**src/hw/rtl/srq_pkg.sv**
```systemverilog
`timescale 1ns / 1ps
`default_nettype none

package srq_pkg;

  // ring sizes
  localparam int SAMPLE_DEPTH = 65536;
  localparam int HEADER_DEPTH = 64;
  localparam int SAMPLE_AW    = $clog2(SAMPLE_DEPTH);
  localparam int SAMPLE_CW    = SAMPLE_AW + 1;
  localparam int HDR_AW       = $clog2(HEADER_DEPTH);

  // field widths
  localparam int ACTION_W  = 3;
  localparam int CHAN_IN_W = 7;
  localparam int CH_W      = 2;
  localparam int FRAME_W   = 16;
  localparam int TIME_W    = 48;
  localparam int WORD_W    = 32;
  localparam int SHAPE_W   = CH_W + FRAME_W;
  localparam int NEED_W    = FRAME_W + 1;
  localparam int CMP_W     = (NEED_W > SAMPLE_CW) ? NEED_W : SAMPLE_CW;

  // channel count limit
  localparam int MAX_CHANNELS = 2;

  // command queue between front and back
  localparam int QUEUE_DEPTH = 2;
  localparam int QUEUE_AW    = $clog2(QUEUE_DEPTH);
  localparam int QUEUE_CW    = $clog2(QUEUE_DEPTH + 1);

  // action codes on the input
  localparam logic [ACTION_W-1:0] ACT_PUSH_START = 3'd0;
  localparam logic [ACTION_W-1:0] ACT_PUSH_FRAME = 3'd1;
  localparam logic [ACTION_W-1:0] ACT_POP_FRAME  = 3'd2;
  localparam logic [ACTION_W-1:0] ACT_TAKE_OVF   = 3'd3;
  localparam logic [ACTION_W-1:0] ACT_CLEAR      = 3'd4;

  typedef enum logic [2:0] {
    OP_PUSH_START,
    OP_PUSH_FRAME,
    OP_POP_FRAME,
    OP_TAKE_OVF,
    OP_CLEAR,
    OP_BAD
  } op_t;

  typedef enum logic [1:0] {
    STAT_OK      = 2'd0,
    STAT_INVALID = 2'd1,
    STAT_NO_ROOM = 2'd2,
    STAT_EMPTY   = 2'd3
  } status_t;

  typedef enum logic [2:0] {
    S_IDLE,
    S_WRITE_RIGHT,
    S_POP_LEFT,
    S_POP_RIGHT,
    S_POP_END
  } state_t;

  // classified command handed from front to back
  typedef struct packed {
    op_t                        op;
    logic                       bad_shape;
    logic [CH_W-1:0]            channels;
    logic [FRAME_W-1:0]         frames;
    logic [NEED_W-1:0]          needed;
    logic signed [TIME_W-1:0]   timeline;
    logic [WORD_W-1:0]          left;
    logic [WORD_W-1:0]          right;
  } cmd_t;

endpackage

`default_nettype wire

```
**src/hw/rtl/srq_front.sv**
```systemverilog
`timescale 1ns / 1ps
`default_nettype none

module srq_front (
  input  wire logic                              item_valid,
  output logic                                   item_ready,
  input  wire logic [srq_pkg::ACTION_W-1:0]      action,
  input  wire logic [srq_pkg::CHAN_IN_W-1:0]     channel_count,
  input  wire logic [srq_pkg::FRAME_W-1:0]       frame_count,
  input  wire logic signed [srq_pkg::TIME_W-1:0] timeline_frame,
  input  wire logic [srq_pkg::WORD_W-1:0]        left_sample,
  input  wire logic [srq_pkg::WORD_W-1:0]        right_sample,
  output logic                                   cmd_valid,
  input  wire logic                              cmd_ready,
  output srq_pkg::cmd_t                          cmd
);

  logic [srq_pkg::CH_W-1:0] chan_clamped;

  // handshake goes straight to the queue
  assign cmd_valid  = item_valid;
  assign item_ready = cmd_ready;

  // clamp channel count to stereo
  assign chan_clamped = (channel_count > srq_pkg::CHAN_IN_W'(srq_pkg::MAX_CHANNELS)) ?
                        srq_pkg::CH_W'(srq_pkg::MAX_CHANNELS) :
                        channel_count[srq_pkg::CH_W-1:0];

  // decode action and precompute the sample room a block needs
  always_comb begin
    case (action)
      srq_pkg::ACT_PUSH_START: cmd.op = srq_pkg::OP_PUSH_START;
      srq_pkg::ACT_PUSH_FRAME: cmd.op = srq_pkg::OP_PUSH_FRAME;
      srq_pkg::ACT_POP_FRAME:  cmd.op = srq_pkg::OP_POP_FRAME;
      srq_pkg::ACT_TAKE_OVF:   cmd.op = srq_pkg::OP_TAKE_OVF;
      srq_pkg::ACT_CLEAR:      cmd.op = srq_pkg::OP_CLEAR;
      default:                 cmd.op = srq_pkg::OP_BAD;
    endcase
    cmd.bad_shape = (channel_count == '0) || (frame_count == '0);
    cmd.channels  = chan_clamped;
    cmd.frames    = frame_count;
    cmd.needed    = (chan_clamped == srq_pkg::CH_W'(srq_pkg::MAX_CHANNELS)) ?
                    {frame_count, 1'b0} : {1'b0, frame_count};
    cmd.timeline  = timeline_frame;
    cmd.left      = left_sample;
    cmd.right     = right_sample;
  end

endmodule

`default_nettype wire

```
**config.mk**
```make
export PLATFORM = sky130hd
export DESIGN_NAME = srq_front
export DESIGN_NICKNAME = d
export VERILOG_FILES = /design/src/hw/rtl/srq_pkg.sv /design/src/hw/rtl/srq_front.sv
export SDC_FILE = /design/constraint.sdc
export NUM_CORES = 1
export LEC_CHECK = 0
export BUFFER_PORTS_ARGS = -buffer_cell sky130_fd_sc_hd__buf_4
export CAP_MARGIN = 30
export CORE_AREA = 2 2 114 116
export DETAILED_ROUTE_END_ITERATION = 8
export DIE_AREA = 0 0 116 118
export PLACE_DENSITY = 0.44
export RECOVER_POWER = 50
export SETUP_SLACK_MARGIN = 0.2
export SLEW_MARGIN = 20
export SYNTH_ARGS = -nofsm -noshare
export SYNTH_HDL_FRONTEND = slang
export SYNTH_SLANG_ARGS = --single-unit
```
**constraint.sdc**
```tcl
create_clock -name vclk -period 1.7
set_clock_uncertainty 0.05 [all_clocks]
set_input_delay 0.34 -clock vclk [all_inputs]
set_output_delay 0.34 -clock vclk [all_outputs]
set_load 0.03 [all_outputs]
```
==> metrics, run 1 <==
Seq Cell Count 0; Syn Nets 301; max frequency 0.537 GHz; Finished Layout Cells 274; first-pass GRT wire length 4.82 mm; port bufs 65; mux cell area share after synthesis 15.1%; Critical Path Fanout Max 18; Synth Area in Compound Gates 0.969%; Setup-failing EPs final 19; Top delay family on crit path simple AND/OR/NAND/NOR gates; Adder-Cell Fraction of Synth Area 0%; Synth top cells by count buf_4 (130), mux2_2 (8), mux2_4 (7); Arrival @ worst endpoint 1.47 ns; Power Total 314 uW; number of nets in the layout 244; final instance area 1200 sq um; Post-Route WL 4.04 mm; critical path's largest stage delay 0.34 ns; DP HPWL 3.58 mm; layout cell share with drive strength beyond 1 95.1%; worst-margin pin slew 0.345 ns; DRT Pass-1 Iters 3; most area-consuming cells after synthesis buf_4 (76%), mux2_4 (8.1%), mux2_2 (7.0%); total number of vias 741; Hold Violations, Final 0; area of the multi-input gates 342 sq um; Vias per Instance 2.70; largest net degree at the start of global routing 19; dpl cells 272; final antenna-violating net count 0; Crit Path Class input port to output pin; critical path's most frequent cell buf_6; total congestion overflow 0; outcome finished, violations left; die area 13700 sq um; area grow syn2layout -6.78%; RSZ-0062 raised after global routing yes; CP cell instances buf_6 > nor4_4 > nand2_4 > buf_12 > mux2_4 > buf_6; Yosys top cell area share 75.6%; gpl congestion 0.620; Final WS setup -0.163 ns; Leak Pwr 0.531 nW; Critical Path RT 1.31 ns; Die H 118 um; CP Launch Type input port; row count 41; largest family of logic cells by synthesized area buffers and inverters; routed len/inst 14.8 um; xor/xnor share of the synthesized area 0%; Levels on crit path 6; worst hold stages 0; Hold Worst Slack 0.630 ns; synth unique cells 15; DR iter-0 viols 1; Seq/Total Area, Yosys 0%; Area after DPL 1070 sq um; clock buffers 0; aggregate global-route resource usage 4.91%; Slowest cell on crit path nor4_4; Cells after Synth 161; violated checks negative setup slack; die width 116 um; Final min period 1.86 ns; most frequent cell after synthesis buf_4; final setup TNS -2.54 ns; DRC Markers 0; worst hold path type input port to output pin; Post-Syn Area 1290 sq um; Final period util 110%; maximum vdd drop 0.0000400 V; initial antenna violation count 0; Hold Buf Count CTS 0; max_cap viols 0; core area 12400 sq um; top cell type by total area after synthesis buf_4; vias in the first global route 695; filler instances 1461; Mean Syn Cell Area 8.02 sq um; Power Dens Cells 261 nW/um^2; register area 0 sq um; Worst Setup End Kind output pin; synth warn 0; area share of and/or/nand/nor cells after synthesis 7.17%; WP buf/inv 3; I/O pins 293; Starting Density 10.4%; Max Slew Vio Count 0; Ant. Diodes 0; worst rel slew slack 76.9%
what timing repair did:
item | 4_1_cts | 5_1_grt
gates resized for setup | 25 | 4
pin swaps | 2 | 2
endpoints found under the setup margin | 20 | 20
endpoints found under the hold margin | 0 | 0
setup buffers | 0 | 2
power breakdown:
part | leakage, nW | switching (mW) | internal [mW]
clock network | 0 | 0 | 0
logic | 0.531 | 0.167 | 0.147
registers | 0 | 0 | 0
total | 0.531 | 0.167 | 0.147
cell usage in the layout (no fill, tap or decap):
| master | n |
|---|---|
| a21o_1 | 1 |
| o21ai_4 | 1 |
| and3_4 | 2 |
| nor4_1 | 1 |
| nor4_2 | 3 |
| and2_2 | 1 |
| nand4_1 | 1 |
| nor2b_1 | 1 |
| buf_4 | 49 |
| mux2_4 | 7 |
| mux2_2 | 8 |
| buf_12 | 1 |
| nand2_4 | 1 |
| nor2_1 | 1 |
| buf_6 | 23 |
| nor4_4 | 1 |
logic make-up after synthesis:
kind of cell | count (synthesis)
buf+inv | 132
mux | 15
simple gates | 12
compound gates | 2
routing by layer:
layer	wire length, um	GRT usage, %	up-vias
met5	0	0	-
met3	783	3.19	50
met2	2120	10.1	117
met1	830	2.42	309
li1	-	-	265
met4	308	3.79	0
worst paths after layout:
path        startpoint  slack (ns)  endpoint
max   channel_count[3]       -0.16  cmd[124]
min   right_sample[30]        0.63   cmd[30]
final cells by class:
cell class	instances	area share (%)
multi-input cells	29	28.4
well taps	172	17.9
repair buffers	73	53.7
stage by stage:
stage	worst slack [ns]	util (%)
floorplan	-0.0242	-
global placement	-0.195	8.59
detailed placement	-0.207	8.59
CTS	-0.160	9.40
global route	-0.194	9.70
finish	-0.163	9.70
Power figures use the tool's default switching activity.
==> inputs of run 2 (changes only) <==
--- a/config.mk
+++ b/config.mk
@@ -5,12 +5,13 @@
 export SDC_FILE = /design/constraint.sdc
 export NUM_CORES = 1
 export LEC_CHECK = 0
+export ABC_AREA = 1
 export BUFFER_PORTS_ARGS = -buffer_cell sky130_fd_sc_hd__buf_4
 export CAP_MARGIN = 30
-export CORE_AREA = 2 2 114 116
+export CORE_AREA = 2 2 112 114
 export DETAILED_ROUTE_END_ITERATION = 8
-export DIE_AREA = 0 0 116 118
-export PLACE_DENSITY = 0.44
+export DIE_AREA = 0 0 114 116
+export PLACE_DENSITY = 0.46
 export RECOVER_POWER = 50
 export SETUP_SLACK_MARGIN = 0.2
 export SLEW_MARGIN = 20
==> metrics, run 2 <==
outcome finished, final reports clean; Syn Nets 353; Seq Cell Count 0; first-pass GRT wire length 4.82 mm; gpl congestion 0.570; top cell type by total area after synthesis buf_4; Synth top cells by count buf_4 (130), nand2_1 (21), inv_1 (20); commonest cells after routing, fill and taps aside buf_4 (61), inv_1 (20), nand2_1 (20), o21ai_2 (15), nor2_1 (11); Starting Density 12.0%; DRT Pass-1 Iters 4; total number of vias 848; critical path's largest stage delay 0.17 ns; Adder-Cell Fraction of Synth Area 0%; vias in the first global route 804; Critical Path Fanout Max 33; maximum vdd drop 0.0000506 V; worst rel slew slack 87.0%; register area 0 sq um; DR iter-0 viols 21; initial antenna violation count 0; CP cell instances buf_4 > nor2_4 > nand3_4 > buf_12 > o21ai_2 > buf_6; Slowest cell on crit path buf_12; final setup TNS 0 ns; WP buf/inv 3; total congestion overflow 0; CP Launch Type input port; Hold Buf Count CTS 0; most area-consuming cells after synthesis buf_4 (68%), o21ai_2 (9.2%), nand2_1 (5.5%); Die H 116 um; xor/xnor share of the synthesized area 0%; post-place setup slack 0.0692 ns; Max Slew Vio Count 0; most frequent cell after synthesis buf_4; commonest non-fill, non-tap cell in the layout buf_4; Hold Violations, Final 0; routed len/inst 12.4 um; grt peak-use layer met2; Worst Setup End Kind output pin; filler instances 1414; Power Dens Cells 268 nW/um^2; DP HPWL 3.27 mm; largest net degree at the start of global routing 34; Arrival @ worst endpoint 1.18 ns; die width 114 um; area share of and/or/nand/nor cells after synthesis 14.1%; synth unique cells 14; RSZ-0062 raised after global routing yes; DRC Markers 0; Cells after Synth 213; max frequency 0.636 GHz; Post-Syn Area 1430 sq um; area grow syn2layout -19.9%; Mean Syn Cell Area 6.71 sq um; mux cell area share after synthesis 0%; Seq/Total Area, Yosys 0%; largest family of logic cells by synthesized area buffers and inverters; I/O pins 293; worst-margin pin slew 0.196 ns; M3 GR Usage 3.45%; Yosys top cell area share 68.3%; Setup-failing EPs final 0; max_cap viols 0; final antenna-violating net count 0; Crit Path Class input port to output pin; port bufs 65; Synth Area in Compound Gates 9.72%; die area 13200 sq um; Leak Pwr 0.586 nW; layout cell share with drive strength beyond 1 62.8%; core area 11900 sq um; Final WS setup 0.127 ns; post-CTS setup buffers 0; GR Util met1 3.60%; Post-Route WL 3.63 mm; number of nets in the layout 287; Final period util 92.5%; Final min period 1.57 ns; aggregate global-route resource usage 4.76%; met2 usage in global routing 7.54%; clock buffers 0; worst hold path type input port to output pin; row count 40; Ant. Diodes 0; Vias per Instance 2.90; synth warn 0; Top delay family on crit path buffers and inverters; Critical Path RT 1.31 ns
[run 2: cell count changes in the layout (fill, tap and decap cells not counted), moves of 2 or more]
cell	delta
nand2_1	+20
nor2_2	+2
nand2_2	+3
mux2_4	-7
o21ai_2	+15
buf_4	+12
and3_4	-2
nor4_2	-3
nor2_4	+4
nor2_1	+10
mux2_2	-8
buf_6	-19
inv_1	+20
[run 2: cells by family after synthesis]
family,after synthesis
compound gates,16
buf+inv,154
simple gates,43
[run 2: timing repair]
action | 4_1_cts | 5_1_grt
pin swaps | 2 | 0
setup endpoints to repair | 19 | 19
endpoints found under the hold margin | 0 | 0
gates resized for setup | 9 | 1
[run 2: per-layer routing]
layer  wire [um]  vias to the layer above
met5           0                        -
met4         410                        0
met3         738                       48
met2        1600                       94
met1         880                      336
li1            -                      370
[run 2: final timing paths]
check,start,to,cells past startpoint
setup / recovery,channel_count[1],cmd[126],6
hold / removal,left_sample[25],cmd[57],0
[run 2: cell type report]
| cell class | instances | area (sq um) | share of cell area (%) |
|---|---|---|---|
| inverter | 20 | 75.1 | 6.56 |
| multi-input combinational | 59 | 363 | 31.7 |
| tap | 147 | 184 | 16.1 |
| timing repair buffer | 66 | 523 | 45.7 |
[run 2: stage by stage]
step | std cells | hold slack (ns) | area (sq um) | utilization, % | power (mW)
finish | 292 | 0.630 | 1140 | 9.61 | 0.306
global route | 292 | 0.630 | 1140 | 9.61 | 0.329
CTS | 292 | 0.630 | 1140 | 9.59 | 0.311
detailed placement | 292 | 0.630 | 1110 | 9.30 | 0.303
global placement | 292 | 0.630 | 1110 | 9.30 | 0.300
floorplan | 213 | 0.742 | 1430 | - | 0.689
[run 2: power by group]
part | switching [mW] | internal (mW)
combinational | 0.180 | 0.126
sequential | 0 | 0
clock | 0 | 0
