<file path="src/hw/rtl/srq_pkg.sv">
`timescale 1ns / 1ps
`default_nettype none

package srq_pkg;

  // ring sizes
  localparam int SAMPLE_DEPTH = 65536;
  localparam int HEADER_DEPTH = 64;
  localparam int SAMPLE_AW    = $clog2(SAMPLE_DEPTH);
  localparam int SAMPLE_CW    = SAMPLE_AW + 1;
  localparam int HDR_AW       = $clog2(HEADER_DEPTH);

  // field widths
  localparam int ACTION_W  = 3;
  localparam int CHAN_IN_W = 7;
  localparam int CH_W      = 2;
  localparam int FRAME_W   = 16;
  localparam int TIME_W    = 48;
  localparam int WORD_W    = 32;
  localparam int SHAPE_W   = CH_W + FRAME_W;
  localparam int NEED_W    = FRAME_W + 1;
  localparam int CMP_W     = (NEED_W > SAMPLE_CW) ? NEED_W : SAMPLE_CW;

  // channel count limit
  localparam int MAX_CHANNELS = 2;

  // command queue between front and back
  localparam int QUEUE_DEPTH = 2;
  localparam int QUEUE_AW    = $clog2(QUEUE_DEPTH);
  localparam int QUEUE_CW    = $clog2(QUEUE_DEPTH + 1);

  // action codes on the input
  localparam logic [ACTION_W-1:0] ACT_PUSH_START = 3'd0;
  localparam logic [ACTION_W-1:0] ACT_PUSH_FRAME = 3'd1;
  localparam logic [ACTION_W-1:0] ACT_POP_FRAME  = 3'd2;
  localparam logic [ACTION_W-1:0] ACT_TAKE_OVF   = 3'd3;
  localparam logic [ACTION_W-1:0] ACT_CLEAR      = 3'd4;

  typedef enum logic [2:0] {
    OP_PUSH_START,
    OP_PUSH_FRAME,
    OP_POP_FRAME,
    OP_TAKE_OVF,
    OP_CLEAR,
    OP_BAD
  } op_t;

  typedef enum logic [1:0] {
    STAT_OK      = 2'd0,
    STAT_INVALID = 2'd1,
    STAT_NO_ROOM = 2'd2,
    STAT_EMPTY   = 2'd3
  } status_t;

  typedef enum logic [2:0] {
    S_IDLE,
    S_WRITE_RIGHT,
    S_POP_LEFT,
    S_POP_RIGHT,
    S_POP_END
  } state_t;

  // classified command handed from front to back
  typedef struct packed {
    op_t                        op;
    logic                       bad_shape;
    logic [CH_W-1:0]            channels;
    logic [FRAME_W-1:0]         frames;
    logic [NEED_W-1:0]          needed;
    logic signed [TIME_W-1:0]   timeline;
    logic [WORD_W-1:0]          left;
    logic [WORD_W-1:0]          right;
  } cmd_t;

endpackage

`default_nettype wire

</file>
<file path="src/hw/rtl/srq_cmd_queue.sv">
`timescale 1ns / 1ps
`default_nettype none

module srq_cmd_queue (
  input  wire logic          clk,
  input  wire logic          rst,
  input  wire logic          push_valid,
  output logic               push_ready,
  input  wire srq_pkg::cmd_t push_cmd,
  output logic               pop_valid,
  input  wire logic          pop_ready,
  output srq_pkg::cmd_t      pop_cmd
);

  srq_pkg::cmd_t                entries [srq_pkg::QUEUE_DEPTH];
  logic [srq_pkg::QUEUE_AW-1:0] wr_ptr;
  logic [srq_pkg::QUEUE_AW-1:0] rd_ptr;
  logic [srq_pkg::QUEUE_CW-1:0] count;
  logic                         do_push;
  logic                         do_pop;

  assign push_ready = (count != srq_pkg::QUEUE_CW'(srq_pkg::QUEUE_DEPTH));
  assign pop_valid  = (count != '0);
  assign pop_cmd    = entries[rd_ptr];
  assign do_push    = push_valid && push_ready;
  assign do_pop     = pop_valid && pop_ready;

  // entry storage
  always_ff @(posedge clk) begin
    if (do_push) begin
      entries[wr_ptr] <= push_cmd;
    end
  end

  // pointers and fill count
  always_ff @(posedge clk) begin
    if (rst) begin
      wr_ptr <= '0;
      rd_ptr <= '0;
      count  <= '0;
    end else begin
      if (do_push) begin
        wr_ptr <= (wr_ptr == srq_pkg::QUEUE_AW'(srq_pkg::QUEUE_DEPTH - 1)) ?
                  '0 : wr_ptr + 1'b1;
      end
      if (do_pop) begin
        rd_ptr <= (rd_ptr == srq_pkg::QUEUE_AW'(srq_pkg::QUEUE_DEPTH - 1)) ?
                  '0 : rd_ptr + 1'b1;
      end
      if (do_push && !do_pop) begin
        count <= count + 1'b1;
      end else if (do_pop && !do_push) begin
        count <= count - 1'b1;
      end
    end
  end

endmodule

`default_nettype wire

</file>
<file path="config.mk">
export PLATFORM = sky130hd
export DESIGN_NAME = srq_cmd_queue
export DESIGN_NICKNAME = d
export VERILOG_FILES = /design/src/hw/rtl/srq_pkg.sv /design/src/hw/rtl/srq_cmd_queue.sv
export SDC_FILE = /design/constraint.sdc
export NUM_CORES = 1
export LEC_CHECK = 0
export BUFFER_PORTS_ARGS = -buffer_cell sky130_fd_sc_hd__buf_2
export CAP_MARGIN = 40
export CORE_MARGIN = 5
export CORE_UTILIZATION = 40
export CTS_BUF_LIST = sky130_fd_sc_hd__clkbuf_8 sky130_fd_sc_hd__clkbuf_16
export DETAILED_ROUTE_END_ITERATION = 8
export MAX_ROUTING_LAYER = met4
export PLACE_DENSITY = 0.66
export SYNTH_ARGS = -nofsm -noshare
export SYNTH_HDL_FRONTEND = slang
export SYNTH_SLANG_ARGS = --single-unit
export TNS_END_PERCENT = 10
</file>
<file path="constraint.sdc">
create_clock -name clk -period 4.3 [get_ports clk]
set_input_delay 0.645 -clock clk [delete_from_list [all_inputs] [get_ports clk]]
set_output_delay 0.645 -clock clk [all_outputs]
set_load 0.1 [all_outputs]
</file>
==> results by group, run 1 <==
Run status
  – Status: completed

STA
  – Relative slew slack: 56.13%
  – Final setup violation count: 0
  – Pins Over Slew Limit: 0
  – Min Clock Period, post-route: 3002 ps
  – Hold Slack: 288.6 ps
  – Max Clock Skew: 10.94 ps
  – Setup ws final: 1298 ps
  – F_max: 333.1 MHz
  – Worst Tran Pin Value: 658.0 ps
  – Fin. Hold Viols: 0
  – RSZ-0062 raised after global routing: no
  – Period utilization: 69.82%

Critical path
  – Worst Reg-to-Reg Cells: 3
  – Critical Path Fanout Max: 70
  – Max incr delay on CP: 590 ps
  – WS Path Type: reg -> out
  – R2r endpoint: entries[1][14]$_DFFE_PP_
  – CP Capture Type: output port
  – Startpoint Class: register
  – FF-to-FF setup slack: 2080 ps
  – Cell Chain, Critical Path: buf_12 -> mux2_4 -> buf_2
  – Required @ worst endpoint: 3650 ps
  – Slowest-stage cell, CP: dfxtp_4
  – Arrival time at the worst endpoint: 2360 ps
  – Origin of the critical flop-to-flop path: count[0]$_SDFFE_PP0P_

Clock network
  – Clk Latency, worst-skew pair: 540 ps
  – TritonCTS clock tree: built
  – Num CTS Buffers: 31
  – Hold_buf cts: 0
  – Worst-path clk slew: 60 ps
  – Clk sinks: 307
  – Clock Path Buffers: 3
  – Root buf cell: clkbuf_16
  – Number of setup buffers added after CTS: 0
  – H-tree levels: 1
  – Post-CTS sizing: 0

Layout
  – Final non-filler cell total: 1236
  – Layout area overhead: 25.80%
  – Final nets: 980
  – Share of cells above drive strength 1: 60.50%
  – Commonest non-fill, non-tap cell in the layout: buf_2
  – Commonest non-fill, non-tap cells in the layout: buf_2 (307), edfxtp_1 (302), mux2_4 (90)

Floorplan
  – Starting Density: 40.23%
  – Die width: 179.4 um
  – Rows: 62
  – Chip Height: 179.4 um
  – Total I/O pin count: 308
  – CORE AREA: 28550 um^2
  – DIE AREA: 32200 um^2

Global route
  – GR met3 Demand/Resource: 4.466%
  – Most Crowded Layer GR: met2
  – Residual overflow from global routing: 0
  – Tot GR Track Use: 13.81%
  – Number of global-route vias before repair: 6125
  – First-pass GRT wire length: 34710 um
  – M1 GR Usage: 16.77%
  – Initial antenna violation count: 4
  – Largest net degree at the start of global routing: 81
  – GR met2 Demand/Resource: 22.42%

Synth
  – Register area share after synthesis: 79.84%
  – Gate Count Post-Synth: 494
  – Synth cell types: 19
  – Mapped Avg Cell Area: 23.25 um^2
  – Yosys warns: 0
  – Flops & latches, synth: 307
  – Cell Area, Synth: 11480 um^2
  – Syn nets: 650

Route
  – Drt wl/cell: 18.25 um
  – Drt first pass iters: 4
  – # DRC: 0
  – Drt initial violations: 326
  – Total wire length: 22550 um
  – Routed Antenna Nets: 0
  – Via count: 5650
  – DR vias/cell: 4.571

Place
  – Dpl ws: 1868 ps
  – Post-Place Cells: 1175
  – GP Congestion: 0.7215
  – Hpwl dp: 15350 um
  – Number of I/O port buffers: 307

Hold path
  – HP Class: in -> reg
  – Worst hold start: push_cmd[56]
  – Worst hold endpoint: entries[1][56]$_DFFE_PP_
  – Worst Hold Path Cells: 1

Flow run
  – Max cap viols: 0
area by class of cell:
type | count | area (um^2)
antenna | 4 | 10.01
timing repair buffer | 314 | 1659
sequential | 307 | 9173
fill | 2413 | 14100
multi-input combinational | 169 | 2162
inverter | 1 | 8.758
tap | 384 | 480.5
clock inverter | 26 | 177.7
clock buffer | 31 | 775.7
flip-flops by register name, indices dropped and copies added (netlist names), named ones only:
register / count
entries: 302
count: 2
rd_ptr: 1
wr_ptr: 1
how the worst max path moves through the flow:
stage                                from  slack, ps                      end
CTS                              register       1280              pop_cmd[84]
global route                     register       1210              pop_cmd[89]
finish                           register       1300              pop_cmd[84]
floorplan           count[0]$_SDFFE_PP0P_       -570  entries[0][0]$_DFFE_PP_
detailed placement               register       1870              pop_cmd[84]
global placement                 register       1870              pop_cmd[89]
per-stage QoR:
step | area, um^2 | setup TNS [ps] | utilization (%)
after floorplan | 11480 | -86100 | -
after global placement | 13460 | 0 | 47.13
after detailed placement | 13480 | 0 | 47.23
after CTS | 14440 | 0 | 50.57
after global routing | 14450 | 0 | 50.60
final | 14450 | 0 | 50.60
critical path: cells and delay by family (launching register included):
family,cells,cell delay [ps]
DFF,1,590
buffers and inverters,2,830
muxes,1,270
cell usage after synthesis, drive strengths merged:
cell type    n  area (um^2)
dfxtp        5        100.1
and2         1        6.260
xor2         3        26.28
mux2       151         2038
a21oi        2        10.01
inv          1        3.750
or3          1        6.260
and3         1        6.260
a21bo        1        10.01
nand2b       1        6.260
edfxtp     302         9069
o21ai        2        10.01
or2          1        6.260
nand3b       1        7.510
buf         17        153.9
ha           1        12.51
nor2         3        11.26
cell families (layout without fill, tap and decap cells):
logic type	count (synthesis)	after routing	synth area share, %
DFF	307	307	79.84
muxes	151	151	17.75
buffers and inverters	18	372	1.373
and+or+nand+nor	9	9	0.4360
AOI/OAI and AO/OA	5	5	0.2615
xor gates and xnor gates	3	3	0.2288
adders and majority gates	1	1	0.1089
other	0	4	0
layer usage:
metal  vias to the layer above  part of all wire, %
li1                       2643                    -
met1                      2737                   41
met2                       228                   49
met3                        42                  8.3
met4                         0                  2.3
met5                         -                    0
Power of run 1 is not shown: default switching activity piles up to over one toggle a cycle in this logic, so the estimate is an artifact.
==> run 2: changes to the inputs <==
ABC_AREA = 1   (was not set)
PLACE_DENSITY = not set   (was 0.66)
clock period = 2.87 ns   (was 4.3 ns; I/O delays follow)
==> run 2 against run 1 <==
Compared with the run above: area after synthesis rose by 0.14%; design area is 2.2% higher; utilization is 1.1 points higher; register-to-register slack worse by 950 ps; clock skew about the same; die area increased by 0.13%; synthesized cell count up 2.6%; wire length rose by 1.1%; critical endpoint is now pop_cmd[37]; highest routed layer unchanged.
==> results by group, run 2 <==
Power
  – Power Internal: 9.724 mW
  – Clock power share: 24.2%
  – Cell Pwr Density: 1173 nW/um^2
  – Lkg Pwr: 5.707 nW
  – Logic pwr share: 42.1%
  – Worst VDD drop: 0.0007260 V
  – Overall power: 17.31 mW
  – Sequential share of power: 33.7%
  – Sw power: 7.584 mW
  – Switching share of power: 43.82%

Global route
  – First-pass GRT wire length: 34790 um (+0.22%)
  – Number of global-route vias before repair: 6096 (-0.47%)
  – Initial antenna violation count: 5 (+1)
  – Residual overflow from global routing: 0 (unchanged)
  – Largest net degree at the start of global routing: 49 (-40%)
  – Tot GR Track Use: 14.08% (+0.27 points)

Critical path
  – R2r endpoint: entries[1][97]$_DFFE_PP_
  – FF-to-FF setup slack: 1130 ps (-950 ps)
  – Origin of the critical flop-to-flop path: count[0]$_SDFFE_PP0P_
  – Worst Reg-to-Reg Cells: 5 (+2)
  – Required @ worst endpoint: 2440 ps (-1210 ps)
  – WS Path Type: reg -> out
  – Critical Path Fanout Max: 48 (-31%)
  – Startpoint Class: register
  – Crit path to: pop_cmd[37]
  – Arrival time at the worst endpoint: 2020 ps (-340 ps)
  – CP Capture Type: output port

Layout
  – Largest regs: entries: 302 flops, count: 2 flops
  – Final non-filler cell total: 1260 (+1.9%)
  – Largest register FFs: 302 (unchanged)
  – Register bank with the most flops: entries
  – Reg area: 9174 um^2 (about the same)
  – Multi-input gate area: 2195 um^2 (+1.5%)
  – Final nets: 1004 (+2.4%)
  – Commonest non-fill, non-tap cells in the layout: buf_2 (307), edfxtp_1 (302), mux2_4 (90)
  – Commonest non-fill, non-tap cell in the layout: buf_2
  – Fillers: 2423 (+0.41%)
  – Share of cells above drive strength 1: 60.39% (-0.10 points)
  – Utilization after layout: 51.70% (+1.1 points)
  – Layout area overhead: 28.34%

Clock network
  – Clock Path Buffers: 3 (unchanged)
  – Clk Latency, worst-skew pair: 500 ps (-40 ps)
  – H-tree levels: 2 (+1)
  – Post-CTS sizing: 0 (unchanged)
  – Hold_buf cts: 0 (unchanged)
  – Clk sinks: 307 (unchanged)
  – Root buf cell: clkbuf_16
  – TritonCTS clock tree: built
  – Worst-path clk slew: 60 ps (about the same)
  – Number of setup buffers added after CTS: 0 (unchanged)
  – Num CTS Buffers: 34 (+9.7%)

Floorplan
  – Rows: 62 (unchanged)
  – CORE AREA: 28550 um^2 (unchanged)
  – DIE AREA: 32240 um^2 (+0.13%)
  – Die width: 179.6 um (about the same)
  – Chip Height: 179.6 um (about the same)
  – Starting Density: 40.28% (+0.057 points)
  – Total I/O pin count: 308 (unchanged)

STA
  – Relative slew slack: 63.30% (+7.2 points)
  – Worst Tran Pin Value: 554.4 ps (-103.6 ps)
  – Max Clock Skew: 11.02 ps (+0.07610 ps)
  – Fin. Hold Viols: 0 (unchanged)
  – Period utilization: 85.23%
  – Min Clock Period, post-route: 2446 ps
  – Pins Over Slew Limit: 0 (unchanged)
  – F_max: 408.8 MHz
  – Final setup violation count: 0 (unchanged)
  – RSZ-0062 raised after global routing: no

Place
  – Hpwl dp: 15890 um (+3.5%)
  – GP Congestion: 0.7417 (+2.8%)
  – Number of I/O port buffers: 307 (unchanged)
  – Post-Place Cells: 1196 (+1.8%)

Synth
  – Mapped Avg Cell Area: 22.68 um^2 (-2.4%)
  – Synth area leader: edfxtp_1
  – Register area share after synthesis: 79.73% (-0.11 points)
  – Area share of the largest cell type after synthesis: 78.86% (-0.11 points)
  – Flops & latches, synth: 307 (unchanged)
  – Asr flop ratio synth: 0% (unchanged)
  – Yosys warns: 0 (unchanged)
  – Top FF cell, synth: edfxtp_1
  – Cell Area, Synth: 11500 um^2 (+0.14%)
  – Post-synth EDFFs: 302 (unchanged)
  – Syn nets: 663 (+2.0%)
  – Synth area leaders: edfxtp_1 (79%), mux2_4 (12%), mux2_2 (6.0%), buf_6 (1.1%), dfxtp_1 (0.87%)
  – Post-synth top cells: edfxtp_1 (302), mux2_4 (90), mux2_2 (61), buf_6 (11), nand2_1 (9)
  – Count leader, synth: edfxtp_1
  – Synth cell types: 14 (-5)
  – Gate Count Post-Synth: 507 (+2.6%)

Route
  – Drt wl/cell: 18.10 um (-0.79%)
  – Via count: 5770 (+2.1%)
  – Routed Antenna Nets: 0 (unchanged)
  – # DRC: 0 (unchanged)
  – Total wire length: 22810 um (+1.1%)
  – DR vias/cell: 4.579 (+0.18%)
  – Drt initial violations: 283 (-13%)
  – Drt first pass iters: 4 (unchanged)

Run status
  – Status: completed

Flow run
  – Max cap viols: 0 (unchanged)

Hold path
  – HP Class: in -> reg
-- run 2: changes by cell type after synthesis, moves of 2 or more --
cell | previous run | this run
nand2_1 | 0 | 9
inv_1 | 1 | 8
nor2_1 | 3 | 7
xor2_1 | 3 | 0
nand3_1 | 0 | 2
-- run 2: how the worst min path moves through the flow --
stage	from	endpoint	slack, ps	cells past startpoint
floorplan	rd_ptr$_SDFFE_PP0P_	register	460	2
finish	push_cmd[54]	entries[0][54]$_DFFE_PP_	120	1
CTS	push_cmd[11]	entries[1][11]$_DFFE_PP_	90	1
global placement	rd_ptr$_SDFFE_PP0P_	rd_ptr$_SDFFE_PP0P_	480	2
detailed placement	rd_ptr$_SDFFE_PP0P_	rd_ptr$_SDFFE_PP0P_	500	2
global route	push_cmd[50]	entries[0][50]$_DFFE_PP_	100	1
-- run 2: area by class of cell --
type / count / share of cell area [%]
multi-input combinational: 175 / 14.87
clock buffer: 37 / 6.273
tap: 384 / 3.255
clock inverter: 22 / 1.204
antenna: 5 / 0.08477
inverter: 8 / 0.2204
sequential: 307 / 62.16
timing repair buffer: 322 / 11.94
-- run 2: through the flow --
stage | cell area (um^2) | hold WS [ps] | worst slack [ps] | setup TNS [ps]
after floorplan | 11550 | 464.5 | -442.3 | -130850
after global placement | 13640 | 477.8 | 919.0 | 0
after detailed placement | 13640 | 498.8 | 916.6 | 0
after CTS | 14750 | 92.65 | 380.7 | 0
after global routing | 14760 | 96.19 | 323.0 | 0
final | 14760 | 120.3 | 423.9 | 0
-- run 2: critical path, cell delays in order, from the launching register on --
cell and delay [ps]:
dfxtp_4 460, buf_12 340, mux2_2 380, buf_2 290
-- run 2: cell families (layout without fill, tap and decap cells) --
group,after synthesis,count (layout),synth area share (%)
flip-flops,307,307,79.73
multiplexers,151,151,17.72
buffers and inverters,25,389,1.599
AND/OR/NAND/NOR,19,19,0.6638
AO/OA/AOI/OAI,4,4,0.1741
adder cells (fa/ha/maj),1,1,0.1088
other,0,5,0
-- run 2: power groups by stage --
stage               Combinational [mW]  Sequential, mW  Clock (mW)
CTS                               7.36            5.84        4.34
floorplan                         6.32            5.91           0
global route                      7.53            5.88        4.54
global placement                  7.34            5.91           0
finish                            7.28            5.83        4.20
detailed placement                7.35            5.93           0
-- run 2: metal layers --
layer	global-route usage [%]	routed length, um	vias to the layer above
met5	-	0	-
met4	3.962	471	0
met3	5.335	1979	38
met2	21.69	10960	220
met1	17.59	9397	2818
li1	-	-	2694
No activity file was read; power rests on OpenSTA's default activity.
==> run 3: changes to the inputs <==
==> constraint.sdc (replaced) <==
create_clock -name clk -period 2.87 [get_ports clk]
set_input_delay 0.287 -clock clk [delete_from_list [all_inputs] [get_ports clk]]
set_output_delay 0.287 -clock clk [all_outputs]
set_load 0.1 [all_outputs]
==> run 3 against run 2 <==
Compared with the run above: register-to-register slack improved by 200 ps; sequential power hardly changed; sequential share of layout area shrank 5.4 points; die area unchanged; flip-flop and latch count unchanged; global-route usage increased by 0.59 points; clock skew is 0.85 ps lower; cell count grew 11%; utilization grew 4.9 points; critical path type unchanged.
==> results by group, run 3 (synthesized netlist as in run 2, its figures left out) <==
STA
  – Final setup violation count: 0 (unchanged)
  – RSZ-0062 raised after global routing: no
  – Max Clock Skew: 10.17 ps (-0.8485 ps)
  – F_max: 415.8 MHz (+1.7%)
  – Fin. Hold Viols: 0 (unchanged)
  – Relative slew slack: 65.54% (+2.2 points)
  – Period utilization: 83.81% (-1.4 points)
  – Pins Over Slew Limit: 0 (unchanged)
  – Worst Tran Pin Value: 520.5 ps (-33.85 ps)
  – Hold Slack: 82.56 ps (-37.79 ps)
  – Min Clock Period, post-route: 2405 ps (-40.79 ps)
  – Setup ws final: 464.7 ps (+40.79 ps)

Global route
  – Largest net degree at the start of global routing: 78 (+59%)
  – First-pass GRT wire length: 36940 um (+6.2%)
  – Residual overflow from global routing: 0 (unchanged)
  – Tot GR Track Use: 14.66% (+0.59 points)
  – Initial antenna violation count: 2 (-3)
  – Number of global-route vias before repair: 6737 (+11%)
  – Most Crowded Layer GR: met2
  – M1 GR Usage: 18.10% (+0.51 points)
  – GR met3 Demand/Resource: 4.487% (-0.85 points)
  – GR met2 Demand/Resource: 23.61% (+1.9 points)

Layout
  – Commonest non-fill, non-tap cell in the layout: buf_2
  – Final non-filler cell total: 1398 (+11%)
  – Commonest non-fill, non-tap cells in the layout: buf_2 (307), edfxtp_1 (302), dlygate4sd3_1 (151)
  – Final nets: 1149 (+14%)
  – Share of cells above drive strength 1: 51.19% (-9.2 points)
  – Layout area overhead: 40.50%
  – Utilization after layout: 56.60% (+4.9 points)
  – Fillers: 2244 (-7.4%)
  – Largest regs: entries: 302 flops, count: 2 flops
  – Register bank with the most flops: entries
  – Largest register FFs: 302 (unchanged)

Hold path
  – Worst Hold Path Cells: 4 (+3)
  – Worst hold endpoint: count[1]$_SDFFE_PP0P_
  – Worst hold start: rst
  – HP Class: in -> reg

Power
  – Lkg Pwr: 6.285 nW (+10%)
  – Cell Pwr Density: 1076 nW/um^2 (-8.3%)
  – Worst VDD drop: 0.0009889 V (+36%)

Critical path
  – Arrival time at the worst endpoint: 2120 ps (+100 ps)
  – Critical Path Fanout Max: 57 (+19%)
  – Max incr delay on CP: 490 ps (+30 ps)
  – Slowest-stage cell, CP: dfxtp_4
  – Required @ worst endpoint: 2580 ps (+140 ps)
  – Worst Reg-to-Reg Cells: 5 (unchanged)
  – Startpoint Class: register
  – FF-to-FF setup slack: 1330 ps (+200 ps)
  – WS Path Type: reg -> out
  – Origin of the critical flop-to-flop path: count[0]$_SDFFE_PP0P_
  – CP Capture Type: output port
  – Cell Chain, Critical Path: buf_12 -> mux2_2 -> buf_2
  – R2r endpoint: entries[0][49]$_DFFE_PP_

Run status
  – Status: completed

Place
  – Dpl ws: 968.2 ps (+51.59 ps)
  – Hpwl dp: 15330 um (-3.5%)
  – Number of I/O port buffers: 307 (unchanged)
  – GP Congestion: 0.7037 (-5.1%)
  – Post-Place Cells: 1190 (-0.50%)

Route
  – Via count: 6310 (+9.4%)
  – Drt wl/cell: 17.12 um (-5.4%)
  – Total wire length: 23940 um (+4.9%)
  – Drt first pass iters: 4 (unchanged)
  – Routed Antenna Nets: 0 (unchanged)
  – # DRC: 0 (unchanged)
  – DR vias/cell: 4.514 (-1.4%)
  – Drt initial violations: 305 (+7.8%)

Floorplan
  – CORE AREA: 28550 um^2 (unchanged)
  – Rows: 62 (unchanged)
  – Chip Height: 179.6 um (unchanged)
  – Total I/O pin count: 308 (unchanged)
  – Die width: 179.6 um (unchanged)
  – Starting Density: 40.28% (unchanged)
  – DIE AREA: 32240 um^2 (unchanged)

Clock network
  – TritonCTS clock tree: built
  – Number of setup buffers added after CTS: 0 (unchanged)
  – H-tree levels: 2 (unchanged)
  – Num CTS Buffers: 34 (unchanged)
  – Clk Latency, worst-skew pair: 490 ps (about the same)
  – Root buf cell: clkbuf_16
  – Clock Path Buffers: 3 (unchanged)
  – Worst-path clk slew: 50 ps (about the same)
  – Clk sinks: 307 (unchanged)

Flow run
  – Max cap viols: 0 (unchanged)
run 3: cell types whose count changed in the layout (fill, tap and decap cells not counted):
| cell | delta |
|---|---|
| buf_4 | -3 |
| clkinvlp_4 | -1 |
| clkinv_1 | -1 |
| clkinv_4 | -1 |
| inv_1 | -1 |
| buf_12 | -3 |
| diode_2 | -3 |
| dlygate4sd3_1 | +151 |
run 3: area by class of cell:
class                           count  area (um^2)  share of cell area [%]
Multi-Input combinational cell    175         2195                   13.58
Clock inverter                     18        153.9                  0.9525
Inverter                            8        32.53                  0.2013
Antenna cell                        2        5.005                 0.03098
Timing Repair Buffer              467         3191                   19.75
Sequential cell                   307         9174                   56.78
Clock buffer                       37        925.9                   5.731
Tap cell                          384        480.5                   2.974
run 3: routing by layer:
metal  up-vias  share of wire (%)
met5         -                  0
li1       2974                  -
met1      3056                 42
met2       241                 49
met4         0                2.0
met3        39                7.0
run 3: power by group:
| group | internal (mW) | switching, mW |
|---|---|---|
| clock network | 2.56 | 1.57 |
| logic | 1.57 | 5.84 |
| registers | 5.67 | 0.168 |
run 3: per-stage QoR:
stage                     TNS, ps  power (mW)  cell area [um^2]
after global placement          0       13.20             13560
final                           0       17.38             16160
after floorplan           -130850       12.23             11550
after CTS                       0       17.59             16140
after global routing            0       18.00             16160
after detailed placement        0       13.23             13560
run 3: how the worst max path moves through the flow:
stage	end	slack [ps]
after CTS	pop_cmd[30]	430
after global routing	pop_cmd[34]	380
after floorplan	entries[0][0]$_DFFE_PP_	-440
after detailed placement	pop_cmd[30]	970
after global placement	pop_cmd[146]	960
final	pop_cmd[30]	460
run 3: what timing repair did:
| action | 4_1_cts | 5_1_grt |
|---|---|---|
| endpoints found under the setup margin | 0 | 0 |
| gates resized for setup | 0 | 0 |
| endpoints found under the hold margin | 300 | 1 |
| hold buffers | 150 | 1 |
run 3: critical path, delay by kind of cell (launching register included):
family	cells	cell delay, ps
flops	1	490
buf+inv	2	630
mux	1	400
